$ cat src/hdl/fpam_pkg.sv
// shared types, constants and helpers for the flash page address mapper
// used by fpam_div and flash_page_address_mapper; no dependencies
package fpam_pkg;

  // default geometry limits
  localparam int MAX_STACKS_DEF = 16;
  localparam int MAX_BLOCKS_DEF = 65536;
  localparam int MAX_PAGES_DEF  = 4096;

  // quotient bits resolved per divider stage
  localparam int DIV_STEP = 2;

  // widths of the request and result fields
  localparam int LPN_W   = 48;
  localparam int STACK_W = 4;
  localparam int DIE_W   = 4;
  localparam int PLANE_W = 3;
  localparam int BLOCK_W = 16;
  localparam int PAGE_W  = 12;
  localparam int PORT_W  = 4;
  localparam int RADIX_W = 17;
  localparam int FLAT_W  = 12;
  localparam int NPORT_W = 5;
  localparam int ADDR_W  = 5;

  typedef enum logic [1:0] {
    MODE_LINEAR     = 2'd0,
    MODE_BURST      = 2'd1,
    MODE_INTERLEAVE = 2'd2
  } mode_e;

  typedef enum logic [2:0] {
    REG_MODE   = 3'd0,
    REG_STACKS = 3'd1,
    REG_DIES   = 3'd2,
    REG_PLANES = 3'd3,
    REG_BLOCKS = 3'd4,
    REG_PAGES  = 3'd5,
    REG_PORTS  = 3'd6,
    REG_SLICES = 3'd7
  } reg_e;

  // request data and digit remainders that ride along the divider chain
  typedef struct packed {
    logic [LPN_W-1:0]   lpn;
    logic [RADIX_W-1:0] r5;
    logic [RADIX_W-1:0] r4;
    logic [RADIX_W-1:0] r3;
    logic [RADIX_W-1:0] r2;
    logic [RADIX_W-1:0] r1;
  } side_t;

  // decoded location that rides along the port divider
  typedef struct packed {
    logic [LPN_W-1:0]   lpn;
    logic [STACK_W-1:0] st;
    logic [DIE_W-1:0]   di;
    logic [PLANE_W-1:0] pl;
    logic [BLOCK_W-1:0] bl;
    logic [PAGE_W-1:0]  pg;
  } loc_t;

  // zero reads as one, anything above the bound saturates
  function automatic logic [RADIX_W-1:0] clamp_radix(logic [RADIX_W-1:0] v,
                                                     logic [RADIX_W-1:0] hi);
    logic [RADIX_W-1:0] r;
    r = v;
    if (v == '0) r = RADIX_W'(1);
    else if (v > hi) r = hi;
    return r;
  endfunction

endpackage

$ cat src/hdl/fpam_div.sv
// pipelined restoring divider, a few quotient bits per stage, with sideband
// depends on fpam_pkg for the number of bits per stage
module fpam_div #(
  parameter int W  = 39,
  parameter int DW = 17,
  parameter int SW = 1
) (
  input  logic          clk_i,
  input  logic          rst_ni,
  input  logic          en_i,
  input  logic          valid_i,
  input  logic [W-1:0]  dividend_i,
  input  logic [DW-1:0] divisor_i,
  input  logic [SW-1:0] side_i,
  output logic          valid_o,
  output logic [W-1:0]  quot_o,
  output logic [DW-1:0] rem_o,
  output logic [SW-1:0] side_o
);

  localparam int S  = fpam_pkg::DIV_STEP;
  localparam int N  = (W + S - 1) / S;
  localparam int PW = N * S;

  logic          v_q [N];
  logic [PW-1:0] x_q [N];
  logic [DW-1:0] r_q [N];
  logic [SW-1:0] s_q [N];

  for (genvar g = 0; g < N; g++) begin : g_stage
    logic          v_in;
    logic [PW-1:0] x_in, x_nx;
    logic [DW-1:0] r_in, r_nx;
    logic [SW-1:0] s_in;

    if (g == 0) begin : g_first
      assign v_in = valid_i;
      assign x_in = PW'(dividend_i);
      assign r_in = '0;
      assign s_in = side_i;
    end else begin : g_next
      assign v_in = v_q[g-1];
      assign x_in = x_q[g-1];
      assign r_in = r_q[g-1];
      assign s_in = s_q[g-1];
    end

    // shift in dividend bits msb first, subtract where the divisor fits
    always_comb begin
      logic [DW:0] t;
      x_nx = x_in;
      r_nx = r_in;
      t    = '0;
      for (int j = 0; j < S; j++) begin
        t    = {r_nx, x_nx[PW-1]};
        x_nx = {x_nx[PW-2:0], 1'b0};
        if (t >= {1'b0, divisor_i}) begin
          t       = t - {1'b0, divisor_i};
          x_nx[0] = 1'b1;
        end
        r_nx = t[DW-1:0];
      end
    end

    always_ff @(posedge clk_i or negedge rst_ni) begin
      if (!rst_ni) v_q[g] <= 1'b0;
      else if (en_i) v_q[g] <= v_in;
    end

    always_ff @(posedge clk_i) begin
      if (en_i) begin
        x_q[g] <= x_nx;
        r_q[g] <= r_nx;
        s_q[g] <= s_in;
      end
    end
  end

  assign valid_o = v_q[N-1];
  assign quot_o  = x_q[N-1][W-1:0];
  assign rem_o   = r_q[N-1];
  assign side_o  = s_q[N-1];

endmodule

$ cat config.mk
export PLATFORM = sky130hd
export DESIGN_NAME = fpam_div
export DESIGN_NICKNAME = d
export VERILOG_FILES = /design/src/hdl/fpam_pkg.sv /design/src/hdl/fpam_div.sv
export SDC_FILE = /design/constraint.sdc
export NUM_CORES = 2
export LEC_CHECK = 0
export ABC_AREA = 1
export BUFFER_PORTS_ARGS = -buffer_cell sky130_fd_sc_hd__buf_4
export CORE_ASPECT_RATIO = 1.2
export CORE_MARGIN = 2
export CORE_UTILIZATION = 45
export DETAILED_ROUTE_END_ITERATION = 12
export SLEW_MARGIN = 5
export SYNTH_ARGS = -nofsm -noshare
export SYNTH_HDL_FRONTEND = slang
export SYNTH_SLANG_ARGS = --single-unit
$ cat constraint.sdc
create_clock -name clk_i -period 6.75 [get_ports clk_i]
set_input_delay 0.3375 -clock clk_i [delete_from_list [all_inputs] [get_ports clk_i]]
set_output_delay 0.3375 -clock clk_i [all_outputs]
set_load 0.03 [all_outputs]
After elaboration in Yosys (flattened, before gate mapping). Memories as Yosys holds them, arrays and structs flattened. Index checks and enable logic that the tools add are counted.

Memory bits (writable): 1160. Bits in registers: 20. Logic and storage cells: 185. Memory bits (read-only): 0. Bits in latches: 0. Input port bits: 61. Output and inout port bits: 58. Memories: 3.

Memory list: x_q (words 20, width 40, read ports 20, clocked after memory_dff 0, wr ports 20, RTL line fpam_div.sv:26) `logic [PW-1:0] x_q [N];`; r_q (words 20, width 17, read ports 20, clocked after memory_dff 0, wr ports 20, RTL line fpam_div.sv:27) `logic [DW-1:0] r_q [N];`; s_q (words 20, width 1, read ports 20, clocked after memory_dff 0, wr ports 20, RTL line fpam_div.sv:28) `logic [SW-1:0] s_q [N];`.

Div/mod/pow operators: 0. Mux-type cells: 82. Reduce and logical (&&, ||, !) cells: 0. Equality and inequality tests: 0. Multiply operators: 0. Bitwise gates (word level): 0. Magnitude comparators: 40. Add/subtract/negate cells: 40. Shifts and indexed selects: 0.

Operator list (count): $ge 18x17->1 (39); $mux 17 (40); $sub 17x17->17 (39); $mux 1 (42); $ge 1x17->1 const A (1); $sub 1x17->17 const A (1).

Logic depth before layout (Yosys ltp). An unclocked memory read counts as a cell.

Depth in word-level cells: 5. Depth in mapped cells: 34. Depth with buffers taken out: 31.

Worst setup path before layout. No wires, ideal clock.

Path kind: input to register. Start: input divisor_i[1]. End: memory r_q[0][7] (data pin). Data arrival time: 6151 ps. Stages: 27. Path slack: 346 ps. Required time: 6498 ps. Setup time: 252 ps. Cells stage by stage: inv_1 -> ha_1 -> nand2_1 -> nor2_1 -> inv_1 -> nor3_1 -> nand2_1 -> nor2_1 -> nand3_1 -> nor3_1 -> ha_1 -> inv_1 -> nand2_1 -> inv_2 -> nor3_1 -> ha_1 -> a21oi_1 -> o21ai_0 -> a21oi_1 -> o21ai_1 -> nand2_1 -> nand2_1 -> nand2_2 -> nand2_2 -> buf_4 -> nand2_1 -> nand2_1.

RTL lines: start: declaration (RTL line fpam_div.sv:13) `input logic [DW-1:0] divisor_i,`; end: declaration (RTL line fpam_div.sv:27).

==> impl_metrics.py <==
metrics = {
    "critical_path": {
        "critPathKind": "in2reg",
        "cpMostUsedCell": "nand2_1",
        "crit_path_top_delay_cell": "o21ai_0",
        "max_stage_delay_ps": 670,
        "start_kind": "input pin",
        "critPathCaptureType": "register",
        "worstPathRequired_ps": 7380,
        "path_cells": "dlygate4sd3_1, buf_4, inv_2, buf_4, ha_1, nand2_1, nor3_1, a21oi_1, nand2_2, inv_2, o21ai_0, ha_1, a21o_1, nand2_1, nand2_1, nor2_1, nand2_1, nand2_1, nand2_1, nand2_1, nand2_2, nor2_4, nand2_1, nand2_1",
        "crit_fanout": 23,
        "worstPathArrival_ps": 5890,
        "ff2ff_setup_slack_ps": 1720,
        "critPathTopFamily": "simple AND/OR/NAND/NOR gates",
        "crit_buf_inv": 5,
    },
    "final_layout": {
        "num-fill-cells": 16730,
        "multiInputGateArea_um2": 40190,
        "syn2layout_area_growth_pct": 10.64,
        "final-seq-area_um2": 34730,
        "nets": 10610,
        "drive_gt1_share_pct": 6.522,
    },
    "synthesis": {
        "netlist_area_um2": 79580,
        "synthTopCellsByArea": "edfxtp_1 43%, nand2_1 16%, ha_1 10%, inv_1 4.6%, a21oi_1 3.7%",
        "yosys.area.top_type_share_pct": 43.02,
        "yosysMostFrequentCell": "nand2_1",
        "ys_seq_area_share_pct": 43.65,
        "yosysWarnings": 0,
        "syn-num-nets": 10350,
        "yosysTopAreaCell": "edfxtp_1",
        "avgSynthCellArea_um2": 8.304,
        "ys_ff_latch": 1160,
        "netlist_top_cells_count": "3468 x nand2_1, 1140 x edfxtp_1, 976 x inv_1",
        "synth_edf_count": 1140,
        "synth.distinct_cells": 57,
        "syn_inst": 9583,
        "synth-main-ff-cell": "edfxtp_1",
        "async_reset_ff_share_pct": 1.724,
    },
    "min_path": {
        "hold_class": "in2reg",
    },
    "timing": {
        "finalCritPeriodShare_pct": 77.94,
        "max_freq_mhz": 190.1,
        "worstMarginPinSlew_ps": 1053,
        "rsz0062_at_grt": "false",
        "max-slew-margin-rel_pct": 29.80,
        "setup_viol": 0,
        "period_needed_ps": 5261,
        "drv_slew": 0,
        "timing.hold.ws_ps": -9.285,
        "finClkSkew_ps": 33.58,
        "fin_tns_setup_ps": 0,
        "hold_viol": 1,
    },
    "clock_network": {
        "cts_setup_buffers": 0,
        "cts.sinks": 1160,
        "clockBufferDepth": 3,
        "cts_resized": 0,
        "cts_tree": "done",
        "cts-hold-fix-buffers": 44,
        "htree_levels": 3,
        "cts-root-buf": "clkbuf_16",
        "clk_pin_slew_ps": 60,
        "insertion_delay_ps": 790,
        "cts_buffers": 120,
    },
    "place": {
        "post-dp-hpwl_mm": 164.9,
        "port_buffers": 118,
        "gp_congestion": 0.9542,
    },
    "detailed_routing": {
        "dr_wl_met2_mm": 106.1,
        "vias": 64720,
        "wl_met1_mm": 94.07,
        "drtIter0Drc": 4111,
        "wl_per_cell_um": 17.82,
        "final_antenna_net_count": 0,
        "wl_met3_mm": 9.023,
        "viasPerCell": 5.279,
        "drt_pass1_iterations": 6,
        "routed_wl_mm": 218.5,
        "highest_layer": "met4",
        "drc": 0,
    },
    "floorplanning": {
        "die_h_um": 464.7,
        "ios": 119,
        "start_util_pct": 45.18,
        "core-area_um2": 176100,
        "dieArea_um2": 180200,
        "die_x_um": 387.9,
        "rows": 169,
    },
    "grt": {
        "antenna_found_initial": 1,
        "grt_pass1_vias": 62460,
        "gr-usage-all-layers_pct": 23.85,
        "grt_pass1_wl_mm": 340.7,
        "grt.overflow.total": 0,
        "grt_max_degree": 182,
    },
    "flow_run": {
        "maxCapViolCount": 0,
    },
    "outcome": {
        "status": "complete, but fails checks",
        "violations": "negative hold slack",
    },
}
[logic make-up (layout without fill, tap and decap cells)]
logic type | Yosys count | in the layout | synth area share, %
and+or+nand+nor | 5046 | 5046 | 26.78
other | 0 | 2 | 0
buffers and inverters | 1109 | 1477 | 5.841
DFF | 1160 | 1160 | 43.65
adders and majority gates | 704 | 704 | 11.44
xor gates and xnor gates | 391 | 391 | 4.303
AOI/OAI and AO/OA | 1173 | 1173 | 7.986
[path summary, 6_finish.rpt]
kind / from / end / depth (start not counted)
setup / recovery: divisor_i[5] / r_q[4][35] / 24
setup reg to reg: x_q[2][119] / r_q[2][60] / 19
max in group asynchronous: rst_ni / g_stage[7].v_in / 3
min in group asynchronous: rst_ni / g_stage[1].v_in / 3
hold reg to reg: x_q[1][77] / x_q[1][119] / 0
hold / removal: en_i / x_q[0][33] / 1
[cells in the final DEF (no fill, tap or decap), types with 16 or more instances in the layout]
master and n:
a21boi_0 16, nand2_2 53, clkbuf_1 22, clkbuf_16 121
nand3_2 18, ha_1 665, buf_12 18, dlygate4sd3_1 44
nor3_1 82, dfrtp_1 20, nor2_2 17, o21ai_2 29
clkinv_1 18, o21ai_1 59, and2_1 23, xnor2_1 155
inv_1 961, a31oi_1 22, nor2_4 16, or2_2 45
nand2_1 3468, and3_1 21, nand4_1 74, nor2_1 502
a21o_1 37, bufinv_16 20, fa_1 39, inv_2 31
xor2_1 236, buf_4 186, edfxtp_1 1140, a21oi_1 581
nand3b_1 91, clkinv_2 16, nand3_1 581, o21ai_0 355
o21bai_1 44
[metrics by stage]
stage	instance area [um2]	cells	worst slack [ps]	util (%)
after global routing	88040	12260	1041	49.98
after detailed placement	83380	11990	1138	47.33
final	88050	12260	1489	49.99
after global placement	83380	11990	963.9	47.33
after CTS	88040	12260	1499	49.98
after floorplan	79580	9583	346.2	-
[layer usage]
metal,global-route usage [%],vias up
li1,-,32620
met1,29.98,30160
met2,41.63,1526
met3,2.381,417
met4,10.25,0
met5,0,-
[worst reg2reg max path, delay by kind of cell, from the launching register on]
kind,cells,cell delay (ps)
AND/OR/NAND/NOR,12,2570
buffers and inverters,2,250
AO/OA/AOI/OAI,2,350
adder cells (fa/ha/maj),3,1080
flip-flops,1,510
[sequential cells by signal (all words and copies together), names as in the netlist]
name,flops
g_stage.v_in,19
valid_o,1
s_q,20
x_q,780
r_q,340
[cell type report]
class                      instances  area share (%)
clock inverter                    80           1.204
multi-input combinational       7314           45.65
sequential                      1160           39.45
clock buffer                     147           3.595
timing repair buffer             249           2.527
inverter                        1001           4.287
antenna                            2        0.005684
tap                             2308           3.280
Power is left out: the tool's default activity adds up to more than one toggle a clock period on the data nets, which glitch-free logic cannot reach.
